## src/hdl/rad_pkg.sv

```systemverilog
// ----------------------------------------------------------------------------
// rad_pkg: shared constants and types for the range average decimate gate
// Window geometry, derived widths, register indexes and reset values, and the
// command and status bundles between controller and datapath.
// ----------------------------------------------------------------------------
`default_nettype none

package rad_pkg;

  localparam int WINDOW_LEN  = 5;
  localparam int SAMPLE_BITS = 16;

  localparam int AVG_BITS = 16;

  // sum of a full window of samples
  localparam int SUM_BITS = SAMPLE_BITS + $clog2(WINDOW_LEN);
  // fill count holds 0 .. WINDOW_LEN
  localparam int CNT_BITS = $clog2(WINDOW_LEN + 1);
  localparam int POS_BITS = (WINDOW_LEN > 1) ? $clog2(WINDOW_LEN) : 1;

  // divider retires DIV_RADIX_BITS quotient bits per cycle
  localparam int DIV_RADIX_BITS = 4;
  localparam int DIV_STEPS      = (SUM_BITS + DIV_RADIX_BITS - 1) / DIV_RADIX_BITS;
  localparam int DIV_W          = DIV_STEPS * DIV_RADIX_BITS;
  localparam int STEP_BITS      = (DIV_STEPS > 1) ? $clog2(DIV_STEPS) : 1;

  // compare width for the unsaturated average
  localparam int CMP_W = (DIV_W > AVG_BITS) ? DIV_W : AVG_BITS;

  localparam int DEC_BITS      = 8;
  localparam int CFG_IDX_BITS  = 2;
  localparam int CFG_DATA_BITS = 16;

  localparam logic [CFG_IDX_BITS-1:0] CFG_MIN_VALID  = 2'd0;
  localparam logic [CFG_IDX_BITS-1:0] CFG_MAX_VALID  = 2'd1;
  localparam logic [CFG_IDX_BITS-1:0] CFG_DECIMATION = 2'd2;
  localparam logic [CFG_IDX_BITS-1:0] CFG_NEAR_LIMIT = 2'd3;

  localparam logic [15:0]         RST_MIN_VALID  = 16'd5;
  localparam logic [15:0]         RST_MAX_VALID  = 16'd4000;
  localparam logic [DEC_BITS-1:0] RST_DECIMATION = 8'd4;
  localparam logic [15:0]         RST_NEAR_LIMIT = 16'd200;

  typedef struct packed {
    logic accept;
    logic div_step;
    logic load_out;
  } rad_cmd_t;

  typedef struct packed {
    logic emit;
    logic out_free;
  } rad_stat_t;

endpackage

`default_nettype wire

```

## src/hdl/rad_ctrl.sv

```systemverilog
// ----------------------------------------------------------------------------
// rad_ctrl: sequencer for the range average decimate gate
// Takes a word, runs the divider steps, then hands the result to the output
// register when a result is due and the register is free.
// ----------------------------------------------------------------------------
`default_nettype none

module rad_ctrl import rad_pkg::*; (
  input  wire logic      clk,
  input  wire logic      rst_n,
  input  wire logic      in_valid,
  output logic           in_ready,
  input  wire rad_stat_t stat,
  output rad_cmd_t       cmd
);

  localparam logic [1:0] S_IDLE = 2'd0;
  localparam logic [1:0] S_DIV  = 2'd1;
  localparam logic [1:0] S_OUT  = 2'd2;

  localparam logic [STEP_BITS-1:0] LAST_STEP = STEP_BITS'(DIV_STEPS - 1);

  logic [1:0]           state_r, state_nxt;
  logic [STEP_BITS-1:0] step_r, step_nxt;

  always_comb begin
    state_nxt    = state_r;
    step_nxt     = step_r;
    cmd          = '0;
    in_ready     = 1'b0;
    unique case (state_r)
      S_IDLE: begin
        in_ready = 1'b1;
        if (in_valid) begin
          cmd.accept = 1'b1;
          step_nxt   = '0;
          state_nxt  = S_DIV;
        end
      end
      S_DIV: begin
        cmd.div_step = 1'b1;
        step_nxt     = step_r + 1'b1;
        if (step_r == LAST_STEP) begin
          state_nxt = S_OUT;
        end
      end
      S_OUT: begin
        if (!stat.emit) begin
          state_nxt = S_IDLE;
        end else if (stat.out_free) begin
          cmd.load_out = 1'b1;
          state_nxt    = S_IDLE;
        end
      end
      default: begin
        state_nxt = S_IDLE;
      end
    endcase
  end

  always_ff @(posedge clk) begin
    if (!rst_n) begin
      state_r <= S_IDLE;
      step_r  <= '0;
    end else begin
      state_r <= state_nxt;
      step_r  <= step_nxt;
    end
  end

endmodule

`default_nettype wire

```

## config.mk

```make
export PLATFORM = sky130hd
export DESIGN_NAME = rad_ctrl
export DESIGN_NICKNAME = d
export VERILOG_FILES = /design/src/hdl/rad_pkg.sv /design/src/hdl/rad_ctrl.sv
export SDC_FILE = /design/constraint.sdc
export NUM_CORES = 1
export LEC_CHECK = 0
export ABC_AREA = 1
export BUFFER_PORTS_ARGS = -buffer_cell sky130_fd_sc_hd__buf_2
export CAP_MARGIN = 5
export CORE_AREA = 5 5 42 44
export DETAILED_ROUTE_END_ITERATION = 10
export DIE_AREA = 0 0 47 49
export SYNTH_ARGS = -nofsm -noshare
export SYNTH_HDL_FRONTEND = slang
export SYNTH_SLANG_ARGS = --single-unit
export TNS_END_PERCENT = 10
```

## constraint.sdc

```tcl
create_clock -name clk -period 1.3 [get_ports clk]
set_input_delay 0.195 -clock clk [delete_from_list [all_inputs] [get_ports clk]]
set_output_delay 0.195 -clock clk [all_outputs]
set_load 0.03 [all_outputs]
```

==> results.yml <==
clock_tree:
  cts_buffers: 3
  clock_path_buffers: 2
  ctsHoldBuffers: 0
  tritoncts: "yes"
  cts.clk_slew.worst_paths_ps: 50
  cts-root-buf: "clkbuf_4"
  htree_num_levels: 1
  clock_latency_ps: 250
  cts_sinks: 5
  cts_resized: 0
  post-cts-setup-buffers: 0
setup_path:
  cp.arrival_ps: 1040
  cp_slowest_cell: "dfxtp_1"
  worstSetupPathType: "reg -> out"
  cp_max_fo: 6
  crit_path_end_kind: "output pin"
  cp-start-kind: "flip-flop"
  max_stage_delay_ps: 390
  worst_ep_required_time_ps: 1110
  crit_chain: "inv_2, nor2_4, buf_4"
timing:
  hold_viol: 0
  rsz0062_at_grt: "yes"
  worst_pin_slew_ps: 262.6
  layout_worst_path_cycle_share: 0.9473
  finClkSkew_ps: 2.774
  setup_viol: 0
  clock.fmax_mhz: 812.0
  relSlewSlack: 0.8238
  setup-tns-final_ps: 0
  drv_slew: 0
  period_needed_ps: 1232
floorplanning:
  die_w_um: 47
  start_util: 0.1929
  die-area_mm2: 0.002303
  num_io_pins: 9
  row_count: 14
  core_area_mm2: 0.001401
  die_y_um: 49
place:
  io_buffers: 8
  place_hpwl_um: 454.8
  dpl-instance-area_um2: 332.8
  globalplace.congestion: 0.6721
job:
  maxCapViolations: 0
layout:
  fillers: 158
  areaGrowthSynthToFinish_pct: 34.26
  final_common_cell: "nand2_1"
  stdcell_area_um2: 362.8
  multi_input_area_um2: 138.9
  diodes: 0
  final_cell_mix: "nand2_1, inv_1, buf_2"
  seqCellArea_um2: 101.3
  final_util: 0.2589
  nets: 59
  drive_above_1_share: 0.3333
synth:
  yosysSeqAreaShare: 0.3704
  yosys_warnings: 0
  synth_area_per_cell_um2: 6.930
  netlist_top_cells_area: "dfxtp_1, nand2_1, inv_1"
  ys_ff_latch: 5
  synth_nets: 46
  netlist_area_um2: 270.3
  synth_area_leader_cell: "dfxtp_1"
  synth_top_area_frac: 0.3704
  syn_inst: 39
  synth_cell_type_count: 12
routing:
  vias_per_cell: 4.179
  drt_iter0_drc: 5
  ant_nets: 0
  vias: 280
  drt-total-wl_um: 576
  wl_per_cell_um: 8.597
  firstDrtPassIters: 3
  drc: 0
pwr:
  ir_drop_v: 0.0003472
  p_leak_uw: 0.0001692
  powerDensity_mw_per_mm2: 1268
grt:
  track_usage: 0.06765
  grt_max_degree: 7
  overflow: 0
  grt_pass1_vias: 272
  grt_pass1_wl_um: 1055
  antenna_found_initial: 0
run_status:
  status: "finished, final reports clean"
min_path:
  hold_path_class: "in -> reg"
[worst max-delay path: cells and delay by family (launching register included)]
kind	cells	cell delay (ps)
DFF	1	390
buffers and inverters	2	260
and+or+nand+nor	1	150
[flip-flops by register name, summed over array words and instances (netlist names)]
name	flops
state_r	2
step_r	3
[cells by family (layout without fill, tap and decap cells)]
logic type                 after synthesis  count (layout)  share of synthesized area
DFF                                      5               5                     0.3704
buffers and inverters                    9              21                     0.1250
adders and majority gates                2               2                    0.09258
and+or+nand+nor                         17              17                     0.3009
AOI/OAI and AO/OA                        6               6                     0.1111
[stage by stage]
step | worst slack [ps] | total power [uW] | hold slack (ps) | std cells
final | 68.50 | 460.1 | 211.2 | 67
after global routing | -12.25 | 492.6 | 237.4 | 67
after CTS | 2.805 | 463.7 | 211.0 | 67
after detailed placement | 265.3 | 275.8 | 470.9 | 63
after global placement | 269.9 | 275.2 | 463.3 | 63
after floorplan | -44.25 | 246.9 | 333.9 | 39
[path summary, 6_finish.rpt]
check	startpoint	end	slack, ps	depth (start not counted)
setup / recovery	state_r[0]$_SDFFE_PN0P_	cmd[1]	70	3
hold / removal	rst_n	step_r[0]$_SDFFE_PN0P_	210	3
setup reg to reg	step_r[0]$_SDFFE_PN0P_	state_r[1]$_SDFFE_PN0P_	330	6
hold reg to reg	step_r[2]$_SDFFE_PN0P_	step_r[2]$_SDFFE_PN0P_	500	2
[layout make-up]
| type | instances | share of cell area |
|---|---|---|
| inverter | 9 | 0.09310 |
| tap | 16 | 0.05517 |
| clock buffer | 4 | 0.07241 |
| sequential | 5 | 0.2793 |
| timing repair buffer | 8 | 0.1172 |
| multi-input combinational | 25 | 0.3828 |
[metal layers]
layer	global-route usage	part of all wire	routed length [um]
met1	0.06828	0.40	228
met5	0	0	0
met3	0.03321	0.11	61
met4	0.06912	0.050	29
met2	0.09276	0.45	257
[synthesized netlist by cell type]
library cell,count
nand2_1,10
inv_1,7
dfxtp_1,5
a21oi_1,4
nor2_1,3
ha_1,2
inv_2,2
o21ai_1,2
nand3_2,1
nand4_1,1
nor2_4,1
nor3_1,1
[power by group]
group / total [uW] / switching, uW / internal [uW]
Combinational: 97.1 / 64.4 / 32.7
Sequential: 177 / 12.2 / 165
Clock: 186 / 69.2 / 116
No activity file was read; power rests on OpenSTA's default activity.
