### config.mk
export PLATFORM = sky130hd
export DESIGN_NAME = rad_datapath
export DESIGN_NICKNAME = d
export VERILOG_FILES = /design/src/hdl/rad_pkg.sv /design/src/hdl/rad_datapath.sv
export SDC_FILE = /design/constraint.sdc
export NUM_CORES = 1
export LEC_CHECK = 0
export ABC_CLOCK_PERIOD_IN_PS = 6400
export BUFFER_PORTS_ARGS = -buffer_cell sky130_fd_sc_hd__buf_2
export CORE_ASPECT_RATIO = 0.7
export CORE_UTILIZATION = 40
export DETAILED_ROUTE_END_ITERATION = 7
export GPL_ROUTABILITY_DRIVEN = 0
export HOLD_SLACK_MARGIN = 0.1
export PLACE_DENSITY_LB_ADDON = 0.08
export SLEW_MARGIN = 20
export SYNTH_ARGS = -nofsm -noshare
export SYNTH_HDL_FRONTEND = slang
export SYNTH_SLANG_ARGS = --single-unit
export TNS_END_PERCENT = 30
### constraint.sdc
create_clock -name clk -period 6.4 [get_ports clk]
set_input_delay 0.64 -clock clk [delete_from_list [all_inputs] [get_ports clk]]
set_output_delay 0.64 -clock clk [all_outputs]
set_load 0.05 [all_outputs]
### src/hdl/rad_pkg.sv
// ----------------------------------------------------------------------------
// rad_pkg: shared constants and types for the range average decimate gate
// Window geometry, derived widths, register indexes and reset values, and the
// command and status bundles between controller and datapath.
// ----------------------------------------------------------------------------
`default_nettype none

package rad_pkg;

  localparam int WINDOW_LEN  = 5;
  localparam int SAMPLE_BITS = 16;

  localparam int AVG_BITS = 16;

  // sum of a full window of samples
  localparam int SUM_BITS = SAMPLE_BITS + $clog2(WINDOW_LEN);
  // fill count holds 0 .. WINDOW_LEN
  localparam int CNT_BITS = $clog2(WINDOW_LEN + 1);
  localparam int POS_BITS = (WINDOW_LEN > 1) ? $clog2(WINDOW_LEN) : 1;

  // divider retires DIV_RADIX_BITS quotient bits per cycle
  localparam int DIV_RADIX_BITS = 4;
  localparam int DIV_STEPS      = (SUM_BITS + DIV_RADIX_BITS - 1) / DIV_RADIX_BITS;
  localparam int DIV_W          = DIV_STEPS * DIV_RADIX_BITS;
  localparam int STEP_BITS      = (DIV_STEPS > 1) ? $clog2(DIV_STEPS) : 1;

  // compare width for the unsaturated average
  localparam int CMP_W = (DIV_W > AVG_BITS) ? DIV_W : AVG_BITS;

  localparam int DEC_BITS      = 8;
  localparam int CFG_IDX_BITS  = 2;
  localparam int CFG_DATA_BITS = 16;

  localparam logic [CFG_IDX_BITS-1:0] CFG_MIN_VALID  = 2'd0;
  localparam logic [CFG_IDX_BITS-1:0] CFG_MAX_VALID  = 2'd1;
  localparam logic [CFG_IDX_BITS-1:0] CFG_DECIMATION = 2'd2;
  localparam logic [CFG_IDX_BITS-1:0] CFG_NEAR_LIMIT = 2'd3;

  localparam logic [15:0]         RST_MIN_VALID  = 16'd5;
  localparam logic [15:0]         RST_MAX_VALID  = 16'd4000;
  localparam logic [DEC_BITS-1:0] RST_DECIMATION = 8'd4;
  localparam logic [15:0]         RST_NEAR_LIMIT = 16'd200;

  typedef struct packed {
    logic accept;
    logic div_step;
    logic load_out;
  } rad_cmd_t;

  typedef struct packed {
    logic emit;
    logic out_free;
  } rad_stat_t;

endpackage

`default_nettype wire

### src/hdl/rad_datapath.sv
// ----------------------------------------------------------------------------
// rad_datapath: window, running sum, divider and output register
// Keeps the sample window with a running sum, divides the sum by the fill
// count DIV_RADIX_BITS quotient bits per cycle, and forms the gated result word.
// ----------------------------------------------------------------------------
`default_nettype none

module rad_datapath import rad_pkg::*; (
  input  wire logic                     clk,
  input  wire logic                     rst_n,
  input  wire logic                     cfg_we,
  input  wire logic [CFG_IDX_BITS-1:0]  cfg_idx,
  input  wire logic [CFG_DATA_BITS-1:0] cfg_wdata,
  input  wire logic [SAMPLE_BITS-1:0]   sample,
  input  wire rad_cmd_t                 cmd,
  output rad_stat_t                     stat,
  input  wire logic                     out_ready,
  output logic                          out_valid,
  output logic [AVG_BITS-1:0]           avg_distance,
  output logic                          in_range,
  output logic                          near_flag
);

  localparam logic [AVG_BITS-1:0] AVG_MAX = '1;

  // configuration registers
  logic [15:0]         min_r, min_nxt;
  logic [15:0]         max_r, max_nxt;
  logic [DEC_BITS-1:0] dec_r, dec_nxt;
  logic [15:0]         near_r, near_nxt;

  always_comb begin
    min_nxt  = min_r;
    max_nxt  = max_r;
    dec_nxt  = dec_r;
    near_nxt = near_r;
    if (cfg_we) begin
      unique case (cfg_idx)
        CFG_MIN_VALID:  min_nxt  = cfg_wdata[15:0];
        CFG_MAX_VALID:  max_nxt  = cfg_wdata[15:0];
        CFG_DECIMATION: dec_nxt  = cfg_wdata[DEC_BITS-1:0];
        CFG_NEAR_LIMIT: near_nxt = cfg_wdata[15:0];
        default: ;
      endcase
    end
  end

  always_ff @(posedge clk) begin
    if (!rst_n) begin
      min_r  <= RST_MIN_VALID;
      max_r  <= RST_MAX_VALID;
      dec_r  <= RST_DECIMATION;
      near_r <= RST_NEAR_LIMIT;
    end else begin
      min_r  <= min_nxt;
      max_r  <= max_nxt;
      dec_r  <= dec_nxt;
      near_r <= near_nxt;
    end
  end

  // window and running sum
  logic [SAMPLE_BITS-1:0] win_r [WINDOW_LEN];
  logic [POS_BITS-1:0]    wpos_r, wpos_nxt;
  logic [CNT_BITS-1:0]    fill_r, fill_nxt;
  logic [SUM_BITS-1:0]    sum_r, sum_nxt;
  logic [DEC_BITS-1:0]    decim_r, decim_nxt, decim_inc;
  logic                   emit_r, emit_nxt;
  logic                   full;
  logic [SAMPLE_BITS-1:0] old_sample;

  assign full       = (fill_r == CNT_BITS'(WINDOW_LEN));
  assign old_sample = win_r[wpos_r];
  assign decim_inc  = decim_r + 1'b1;

  always_comb begin
    wpos_nxt  = wpos_r;
    fill_nxt  = fill_r;
    sum_nxt   = sum_r;
    decim_nxt = decim_r;
    emit_nxt  = emit_r;
    if (cmd.accept) begin
      wpos_nxt = (wpos_r == POS_BITS'(WINDOW_LEN - 1)) ? '0 : wpos_r + 1'b1;
      fill_nxt = full ? fill_r : fill_r + 1'b1;
      sum_nxt  = sum_r + SUM_BITS'(sample) - (full ? SUM_BITS'(old_sample) : '0);
      emit_nxt = !(decim_inc < dec_r);
      decim_nxt = emit_nxt ? '0 : decim_inc;
    end
  end

  always_ff @(posedge clk) begin
    if (cmd.accept) begin
      win_r[wpos_r] <= sample;
    end
  end

  always_ff @(posedge clk) begin
    if (!rst_n) begin
      wpos_r  <= '0;
      fill_r  <= '0;
      sum_r   <= '0;
      decim_r <= '0;
      emit_r  <= 1'b0;
    end else begin
      wpos_r  <= wpos_nxt;
      fill_r  <= fill_nxt;
      sum_r   <= sum_nxt;
      decim_r <= decim_nxt;
      emit_r  <= emit_nxt;
    end
  end

  // restoring divider by the fill count, DIV_RADIX_BITS bits per step
  logic [DIV_W-1:0]    quo_r, quo_nxt, quo_v;
  logic [CNT_BITS-1:0] rem_r, rem_nxt, rem_v;
  logic [CNT_BITS:0]   trial;

  always_comb begin
    rem_v = rem_r;
    quo_v = quo_r;
    trial = '0;
    for (int k = 0; k < DIV_RADIX_BITS; k++) begin
      trial = {rem_v, quo_v[DIV_W-1]};
      quo_v = {quo_v[DIV_W-2:0], 1'b0};
      if (trial >= {1'b0, fill_r}) begin
        trial    = trial - {1'b0, fill_r};
        quo_v[0] = 1'b1;
      end
      rem_v = trial[CNT_BITS-1:0];
    end
  end

  always_comb begin
    quo_nxt = quo_r;
    rem_nxt = rem_r;
    if (cmd.accept) begin
      quo_nxt = DIV_W'(sum_nxt);
      rem_nxt = '0;
    end else if (cmd.div_step) begin
      quo_nxt = quo_v;
      rem_nxt = rem_v;
    end
  end

  always_ff @(posedge clk) begin
    quo_r <= quo_nxt;
    rem_r <= rem_nxt;
  end

  // result word
  logic [CMP_W-1:0]    q_ext;
  logic [AVG_BITS-1:0] avg_r, avg_nxt;
  logic                rng_r, rng_nxt;
  logic                near_f_r, near_f_nxt;
  logic                ovalid_r, ovalid_nxt;

  assign q_ext = CMP_W'(quo_r);

  always_comb begin
    avg_nxt    = avg_r;
    rng_nxt    = rng_r;
    near_f_nxt = near_f_r;
    ovalid_nxt = ovalid_r && !out_ready;
    if (cmd.load_out) begin
      avg_nxt    = (q_ext > CMP_W'(AVG_MAX)) ? AVG_MAX : q_ext[AVG_BITS-1:0];
      rng_nxt    = (q_ext >= CMP_W'(min_r)) && (q_ext <= CMP_W'(max_r));
      near_f_nxt = (q_ext < CMP_W'(near_r));
      ovalid_nxt = 1'b1;
    end
  end

  always_ff @(posedge clk) begin
    avg_r    <= avg_nxt;
    rng_r    <= rng_nxt;
    near_f_r <= near_f_nxt;
  end

  always_ff @(posedge clk) begin
    if (!rst_n) begin
      ovalid_r <= 1'b0;
    end else begin
      ovalid_r <= ovalid_nxt;
    end
  end

  assign stat.emit     = emit_r;
  assign stat.out_free = !ovalid_r || out_ready;

  assign out_valid    = ovalid_r;
  assign avg_distance = avg_r;
  assign in_range     = rng_r;
  assign near_flag    = near_f_r;

endmodule

`default_nettype wire

==> impl_metrics.py, run 1 <==
metrics = {
    "clock_network": {
        "clockRootBuffer": "clkbuf_16",
        "clock_path_buffers": 3,
        "cts-buffers-inserted": 23,
        "cts.sinks": 215,
        "clkTransAtPathRegs_ns": 0.07,
        "htree_levels": 1,
        "ctsHoldBuffers": 0,
        "cts_tree": "yes",
        "clock_latency_ns": 0.54,
    },
    "synth": {
        "synth_commonest_cells": "nand2_1 (161), inv_1 (153), edfxtp_1 (117), dfxtp_1 (98), ha_1 (90)",
        "avgSynthCellArea_um2": 10.3,
        "async_flop_share_pct": 0,
        "syn-num-nets": 1247,
        "yosys_warnings": 0,
        "yosysTopAreaCellShare_pct": 31.1,
        "ys_ff_latch": 215,
        "synth_seq_area_share_pct": 48.4,
        "synth_edf_count": 117,
        "synth_cell_types": 68,
        "synthTopCellsByArea": "edfxtp_1 (31%), dfxtp_1 (17%), ha_1 (10%)",
        "synth_most_common_cell": "nand2_1",
        "synth_top_cell_by_area": "edfxtp_1",
        "synth_area_um2": 11300,
        "synthCells": 1096,
        "synth_flop_cell": "edfxtp_1",
    },
    "worst_hold_path": {
        "min_to": "win_r[4][0]",
        "min_from": "sample[0]",
        "hold_depth": 1,
        "min_path_type": "in -> reg",
    },
    "critical_path": {
        "crit_type": "reg -> reg",
        "crit_arrival_ns": 6.11,
        "timing.rr.start": "q_ext[19]",
        "worst-r2r-cell-count": 26,
        "cp-end-kind": "flip-flop",
        "r2r-end": "q_ext[0]",
        "ff2ff_setup_slack_ns": 0.57,
        "startpoint_type": "flip-flop",
        "cp_max_fo": 5,
        "crit_required_ns": 6.68,
    },
    "die": {
        "die_h_um": 143,
        "dieArea_um2": 29000,
        "rows": 51,
        "coreArea_um2": 27800,
        "ioPinCount": 62,
        "die_width_um": 203,
        "initial_core_util_pct": 40.7,
    },
    "pwr": {
        "p_comb_share_pct": 37.7,
        "sequentialPowerShare_pct": 36.4,
        "power-per-cell-area_nw_per_um2": 387,
        "swShare_pct": 36.5,
        "power.switching_mw": 1.81,
        "power.internal_mw": 3.14,
        "clkPwrFrac_pct": 25.8,
        "ir_drop_uv": 171,
        "power.leakage_nw": 5.06,
    },
    "grt": {
        "grt_pass1_wl_mm": 43.3,
        "grt_max_degree": 55,
        "gr-total-overflow": 0,
        "antenna_found_initial": 0,
        "first_global_vias": 7502,
        "track_usage_pct": 19.5,
    },
    "final_layout": {
        "antenna_cells": 0,
        "nets": 1310,
        "synthToLayoutAreaGrowth_pct": 13.0,
        "instances_no_fill": 1547,
        "drive_above_1_share_pct": 13.6,
        "fin_util_pct": 46.0,
    },
    "sta": {
        "min_period_over_period_pct": 91.1,
        "worstMarginPinSlew_ns": 0.958,
        "fin_tns_setup_ns": 0,
        "setup_viol": 0,
        "skew_ns": 0.0221,
        "slew_viol_final": 0,
        "hold_viol_final": 0,
        "final.min_clock_period_ns": 5.83,
        "rsz0062_at_grt": "no",
        "max-slew-margin-rel_pct": 35.9,
        "max_freq_ghz": 0.172,
    },
    "routing": {
        "routedWlPerCell_um": 17.9,
        "viasPerCell": 5.07,
        "drt_wl_total_mm": 27.6,
        "drt_pass1_iterations": 6,
        "num_vias": 7845,
        "drc": 0,
        "drt_iter0_drc": 453,
        "ant_nets": 0,
    },
    "run_status": {
        "status": "complete, no violations",
    },
    "flow_run": {
        "drv_cap": 0,
    },
    "place": {
        "port_buffers": 61,
        "hpwl_mm": 20.0,
        "dp_cells": 1505,
    },
}
critical path, stage by stage, from the launching register on:
cell,delay (ns)
dfxtp_1,0.34
inv_1,0.11
ha_1,0.15
inv_1,0.05
fa_1,0.39
a21o_1,0.20
a211o_4,0.38
o21a_1,0.20
inv_1,0.07
fa_1,0.20
a21bo_2,0.22
a21oi_1,0.26
o21ai_2,0.15
o21ai_1,0.30
inv_1,0.08
ha_1,0.27
nand2_1,0.06
nand2_1,0.05
a21o_1,0.24
or2_2,0.36
a21oi_2,0.22
ha_1,0.26
a21o_1,0.17
a21oi_1,0.19
nor4b_4,0.28
nor2_1,0.12
mux2_2,0.27
layer usage:
metal  vias up  GRT usage (%)  wire length (um)
met3        26           3.54              1080
met4         0           3.24               392
li1       3925              -                 -
met2       119           27.5             11000
met5         -              0                 0
met1      3775           30.9             15100
sequential cells by signal, summed over array words and instances, names as in the netlist, 3 cells and up, named ones only:
register	cells
near_r	16
wpos_r	3
win_r	80
max_r	16
rem_r	3
dec_r	8
fill_r	3
avg_distance	16
q_ext	20
min_r	16
decim_r	8
sum_r	19
power groups by stage:
stage	Sequential (mW)	Clock (mW)	Combinational, mW
after floorplan	1.82	0	1.36
after global placement	1.84	0	1.83
after detailed placement	1.83	0	1.85
after CTS	1.80	1.32	1.87
after global routing	1.82	1.37	2.11
final	1.80	1.28	1.87
how the worst max path moves through the flow:
stage	startpoint	to	cells after the start
floorplan	fill_r[1]	q_ext[0]	24
global placement	q_ext[19]	q_ext[0]	26
detailed placement	q_ext[19]	q_ext[0]	26
CTS	q_ext[19]	q_ext[0]	26
global route	q_ext[19]	q_ext[0]	26
finish	q_ext[19]	q_ext[0]	26
metrics by stage:
step / instance area [um2] / setup slack (ns) / hold slack, ns / power, mW
5_1_grt: 12800 / 0.0809 / 0.352 / 5.30
3_5_place_dp: 12100 / 0.337 / 0.446 / 3.68
2_1_floorplan: 11300 / 0.723 / 0.433 / 3.18
6_report: 12800 / 0.571 / 0.345 / 4.95
4_1_cts: 12800 / 0.306 / 0.332 / 4.99
3_3_place_gp: 12100 / 0.453 / 0.443 / 3.67
layout by cell type, fill, tap and decap left out, types with 20 or more instances in the layout:
cell type / count
nand2_1: 161
inv_1: 152
edfxtp_1: 117
dfxtp_1: 98
ha_1: 90
a21oi_1: 86
buf_2: 61
nor2_1: 56
o21ai_0: 28
mux2i_1: 27
a21o_1: 23
clkbuf_16: 23
fa_1: 20
cells by family (layout without fill, tap and decap cells):
| group | after synthesis | after routing | synth area share [%] |
|---|---|---|---|
| AO/OA/AOI/OAI | 215 | 215 | 12.3 |
| XOR/XNOR | 17 | 17 | 1.44 |
| adder cells (fa/ha/maj) | 110 | 110 | 13.5 |
| buffers and inverters | 193 | 273 | 6.45 |
| flip-flops | 215 | 215 | 48.4 |
| multiplexers | 48 | 48 | 6.27 |
| AND/OR/NAND/NOR | 298 | 298 | 11.6 |
what timing repair did:
item	4_1_cts	5_1_grt
setup endpoints to repair	0	4
gates resized for setup	0	2
buffers inserted	0	0
area by class of cell:
class	count	area [um2]
Fill cell	2726	15000
Sequential cell	215	5480
Multi-Input combinational cell	688	5140
Clock buffer	25	583
Inverter	154	578
Tap cell	371	464
Timing Repair Buffer	77	425
Clock inverter	17	120
Power figures use the tool's default switching activity.
==> inputs of run 2 (changes only) <==
Settings changed: CORE_UTILIZATION 40 to 62.
==> run 2 against run 1 <==
  * Sequential power about the same
  * Clock-buffer cell count stayed put
  * Clock power is 5% lower
  * First-iteration DRC count up 90%
  * Register-to-register slack got worse by 0.17 ns
  * Wire length decreased by 8.3%
  * Core utilization increased by 26 points
  * Largest power group unchanged
==> impl_metrics.py, run 2 (same netlist as run 1, synthesis figures left out) <==
metrics = {
    "clock_network": {
        "cts.sinks": 215,
        "postCtsSetupBuffers": 0,
        "clock_path_buffers": 3,
        "ctsHoldBuffers": 0,
        "clkTransAtPathRegs_ns": 0.07,
        "htree_levels": 1,
        "clockRootBuffer": "clkbuf_16",
        "post_cts_resized": 0,
        "clock_latency_ns": 0.51,
        "cts-buffers-inserted": 21,
        "cts_tree": "yes",
    },
    "critical_path": {
        "startpoint_type": "flip-flop",
        "max_stage_delay_ns": 0.51,
        "cp-end-kind": "flip-flop",
        "cp_max_fo": 7,
        "cp_slowest_cell": "dfxtp_1",
        "crit_arrival_ns": 6.25,
        "cp_cell_sequence": "ha_1, inv_1, fa_1, a21o_1, a211o_4, nand2_1, o21a_1, inv_1, fa_1, a21bo_2, a21oi_1, o21a_1, o22ai_1, ha_1, a21o_1, or2_2, a21oi_2, ha_1, a21o_1, a21oi_1, nor4b_4, nor2_1, mux2_2",
        "crit_required_ns": 6.65,
        "crit_type": "reg -> reg",
        "ff2ff_setup_slack_ns": 0.40,
    },
    "grt": {
        "first_global_vias": 7586,
        "gr-total-overflow": 0,
        "grt_max_degree": 67,
        "track_usage_pct": 28.2,
        "grt_pass1_wl_mm": 40.7,
        "antenna_found_initial": 0,
    },
    "routing": {
        "routedWlPerCell_um": 18.1,
        "num_vias": 8029,
        "drt_pass1_iterations": 5,
        "drc": 0,
        "drt_wl_total_mm": 25.4,
        "ant_nets": 0,
        "viasPerCell": 5.73,
        "drt_iter0_drc": 861,
    },
    "place": {
        "port_buffers": 61,
        "place_ws_ns": 0.251,
        "hpwl_mm": 18.2,
    },
    "sta": {
        "max_freq_ghz": 0.167,
        "worstMarginPinSlew_ns": 0.944,
        "rsz0062_at_grt": "no",
        "setup_viol": 0,
        "max-slew-margin-rel_pct": 37.0,
        "fin_tns_setup_ns": 0,
        "worst_slack_ns": 0.403,
        "slew_viol_final": 0,
        "hold_viol_final": 0,
        "min_period_over_period_pct": 93.7,
        "skew_ns": 0.0269,
        "final.min_clock_period_ns": 6.00,
    },
    "final_layout": {
        "final_common_cell": "nand2_1",
        "nets": 1306,
        "final_cell_mix": "nand2_1 (161), inv_1 (152), edfxtp_1 (117)",
        "largest_reg_flops": 80,
        "drive_above_1_share_pct": 13.1,
        "synthToLayoutAreaGrowth_pct": 11.1,
        "top_regs": "win_r (80), q_ext (20), sum_r (19)",
        "top_register": "win_r",
    },
    "worst_hold_path": {
        "min_path_type": "in -> reg",
    },
    "pwr": {
        "clkPwrFrac_pct": 24.6,
        "power.leakage_nw": 5.04,
        "power-per-cell-area_nw_per_um2": 390,
        "power.switching_mw": 1.77,
        "ir_drop_uv": 267,
        "sequentialPowerShare_pct": 36.9,
        "p_comb_share_pct": 38.5,
        "swShare_pct": 36.0,
        "power.internal_mw": 3.14,
    },
    "die": {
        "initial_core_util_pct": 64.6,
        "die_width_um": 163,
        "coreArea_um2": 17500,
        "die_h_um": 115,
        "rows": 40,
        "dieArea_um2": 18800,
        "ioPinCount": 62,
    },
    "flow_run": {
        "drv_cap": 0,
    },
    "run_status": {
        "status": "complete, no violations",
    },
}
run 2: cell types whose count changed in the layout (fill, tap and decap cells not counted), sizes merged:
| cell | change |
|---|---|
| bufinv | +1 |
| buf | -2 |
| diode | +1 |
| clkinv | -3 |
| clkinvlp | -2 |
run 2: worst max-delay path: cells and delay by family (launching register included):
family | cells | cell delay (ns)
multiplexers | 1 | 0.27
adder cells (fa/ha/maj) | 5 | 1.62
AO/OA/AOI/OAI | 11 | 2.40
flip-flops | 1 | 0.51
buffers and inverters | 2 | 0.11
AND/OR/NAND/NOR | 4 | 0.85
run 2: per-layer routing:
metal / GRT usage (%) / wire [um] / part of all wire (%)
met1: 46.5 / 13000 / 51
met2: 39.6 / 10400 / 41
met3: 3.54 / 1710 / 6.7
met4: 4.98 / 343 / 1.4
met5: 0 / 0 / 0
run 2: cell type report:
type                       count  area (um2)
sequential                   215        5480
multi-input combinational    688        5150
fill                        1342        4950
inverter                     154         578
clock buffer                  25         541
timing repair buffer          75         410
tap                          231         289
clock inverter                13         123
antenna                        1        2.50
run 2: final timing paths:
kind                                 start           to  depth (start not counted)
worst min register to register  near_r[13]   near_r[13]                          2
worst max register to register   fill_r[0]     q_ext[0]                         23
worst max-delay path             fill_r[0]     q_ext[0]                         23
worst min-delay path             sample[0]  win_r[4][0]                          1
run 2: metrics by stage:
step | instance area, um2 | utilization (%) | power [mW] | instances | hold slack [ns]
global placement | 11900 | 67.9 | 3.61 | 1363 | 0.442
finish | 12600 | 71.7 | 4.91 | 1402 | 0.375
global route | 12600 | 71.7 | 5.20 | 1401 | 0.372
floorplan | 11300 | - | 3.18 | 1096 | 0.433
detailed placement | 11900 | 67.9 | 3.67 | 1363 | 0.448
CTS | 12600 | 71.7 | 4.89 | 1401 | 0.364
run 2: power groups by stage:
stage | Clock [mW] | Combinational, mW | Sequential [mW]
after floorplan | 0 | 1.36 | 1.82
after global placement | 0 | 1.78 | 1.83
after detailed placement | 0 | 1.83 | 1.83
after CTS | 1.22 | 1.86 | 1.81
after global routing | 1.28 | 2.10 | 1.82
final | 1.21 | 1.89 | 1.81
==> inputs of run 3 (changes only) <==
Settings changed: ABC_CLOCK_PERIOD_IN_PS 6400 to 6200.
Clock period 6.4 ns to 6.2 ns, I/O delays scaled along.
==> run 3 against run 2 <==
  * Register-to-register slack got worse by 0.07 ns
  * First-iteration DRC count decreased by 14%
  * Power increased by 3.5%
  * Wire length increased by 2.8%
  * Design area decreased by 0.10%
  * Clock power increased by 3%
  * Hold slack got worse by 0.012 ns
  * Critical endpoint unchanged
==> impl_metrics.py, run 3 (same netlist as run 1, synthesis figures left out) <==
metrics = {
    "run_status": {
        "status": "complete, no violations",
    },
    "clock_network": {
        "postCtsSetupBuffers": 0,
        "clkTransAtPathRegs_ns": 0.06,
        "clockRootBuffer": "clkbuf_16",
        "cts-buffers-inserted": 21,
        "clock_path_buffers": 3,
        "cts_tree": "yes",
        "post_cts_resized": 0,
        "ctsHoldBuffers": 0,
        "clock_latency_ns": 0.50,
        "cts.sinks": 215,
        "htree_levels": 1,
    },
    "routing": {
        "ant_nets": 0,
        "routedWlPerCell_um": 18.6,
        "drt_pass1_iterations": 5,
        "drc": 0,
        "drt_iter0_drc": 740,
        "viasPerCell": 5.84,
        "drt_wl_total_mm": 26.1,
        "num_vias": 8175,
    },
    "final_layout": {
        "instances_no_fill": 1400,
        "top_register": "win_r",
        "synthToLayoutAreaGrowth_pct": 11.0,
        "fin_util_pct": 71.7,
        "nets": 1305,
        "drive_above_1_share_pct": 12.8,
        "final_common_cell": "nand2_1",
        "final_cell_mix": "nand2_1 (161), inv_1 (152), edfxtp_1 (117)",
        "largest_reg_flops": 80,
        "top_regs": "win_r (80), q_ext (20), sum_r (19)",
    },
    "die": {
        "dieArea_um2": 18800,
        "initial_core_util_pct": 64.6,
        "die_h_um": 115,
        "ioPinCount": 62,
        "die_width_um": 163,
        "coreArea_um2": 17500,
        "rows": 40,
    },
    "critical_path": {
        "crit_required_ns": 6.45,
        "cp_slowest_cell": "fa_1",
        "startpoint_type": "flip-flop",
        "cp-end-kind": "flip-flop",
        "crit_end": "q_ext[0]",
        "r2r-end": "q_ext[0]",
        "cp_cell_sequence": "inv_1, ha_1, inv_1, fa_1, a21o_1, a211o_4, nand2_1, o21a_1, inv_1, fa_1, a21bo_2, a21oi_1, o21a_1, o22ai_1, ha_1, a21o_1, or2_2, a21oi_2, ha_1, a21o_1, a21oi_1, nor4b_4, nor2_1, mux2_2",
        "worst-r2r-cell-count": 24,
        "crit_path_start": "q_ext[19]",
        "crit_type": "reg -> reg",
        "cp_max_fo": 5,
        "ff2ff_setup_slack_ns": 0.34,
        "crit_arrival_ns": 6.12,
        "timing.rr.start": "q_ext[19]",
        "max_stage_delay_ns": 0.43,
    },
    "sta": {
        "fin_tns_setup_ns": 0,
        "setup_viol": 0,
        "max_freq_ghz": 0.171,
        "worstMarginPinSlew_ns": 0.950,
        "rsz0062_at_grt": "no",
        "final.min_clock_period_ns": 5.86,
        "skew_ns": 0.0143,
        "hold_slack_ns": 0.363,
        "slew_viol_final": 0,
        "hold_viol_final": 0,
        "min_period_over_period_pct": 94.6,
        "max-slew-margin-rel_pct": 36.6,
    },
    "worst_hold_path": {
        "min_path_type": "in -> reg",
    },
    "place": {
        "port_buffers": 61,
        "hpwl_mm": 18.6,
        "dp_cells": 1362,
    },
    "flow_run": {
        "drv_cap": 0,
    },
    "grt": {
        "grt_pass1_wl_mm": 40.7,
        "antenna_found_initial": 0,
        "track_usage_pct": 28.4,
        "first_global_vias": 7490,
        "gr-total-overflow": 0,
        "grt_max_degree": 67,
    },
    "pwr": {
        "p_total_mw": 5.08,
        "power.leakage_nw": 5.04,
        "power-per-cell-area_nw_per_um2": 405,
        "ir_drop_uv": 247,
    },
}
run 3: worst min path at each step:
stage,end,from,depth (start not counted)
2_1_floorplan,dec_r[0],dec_r[0],2
3_3_place_gp,min_r[11],min_r[11],2
3_5_place_dp,min_r[15],min_r[15],2
4_1_cts,win_r[1][2],sample[2],1
5_1_grt,win_r[2][0],sample[0],1
6_report,win_r[2][0],sample[0],1
run 3: per-stage QoR:
stage | area, um2 | setup WS [ns]
global route | 12600 | 0.0151
floorplan | 11300 | 0.523
detailed placement | 11900 | 0.228
global placement | 11900 | 0.402
CTS | 12500 | 0.187
finish | 12600 | 0.337
run 3: area by class of cell:
class / count / area [um2]
Fill cell: 1336 / 4960
Timing Repair Buffer: 74 / 403
Antenna cell: 1 / 2.50
Multi-Input combinational cell: 688 / 5150
Sequential cell: 215 / 5480
Inverter: 154 / 578
Clock inverter: 11 / 103
Tap cell: 231 / 289
Clock buffer: 26 / 554
run 3: power by group:
group / internal, mW / total, mW / switching, mW
clock network: 0.717 / 1.25 / 0.537
registers: 1.70 / 1.87 / 0.169
logic: 0.826 / 1.95 / 1.13
run 3: worst max-delay path, delay by kind of cell, from the launching register on:
| kind | cells | cell delay, ns |
|---|---|---|
| adder cells (fa/ha/maj) | 5 | 1.58 |
| multiplexers | 1 | 0.27 |
| buffers and inverters | 3 | 0.23 |
| AO/OA/AOI/OAI | 11 | 2.35 |
| flip-flops | 1 | 0.35 |
| AND/OR/NAND/NOR | 4 | 0.86 |
run 3: layer usage:
| layer | vias to the layer above | global-route usage, % | share of wire (%) |
|---|---|---|---|
| met2 | 296 | 40.0 | 41 |
| met5 | - | 0 | 0 |
| li1 | 3919 | - | - |
| met1 | 3928 | 47.0 | 49 |
| met3 | 32 | 3.25 | 7.8 |
| met4 | 0 | 4.74 | 1.5 |
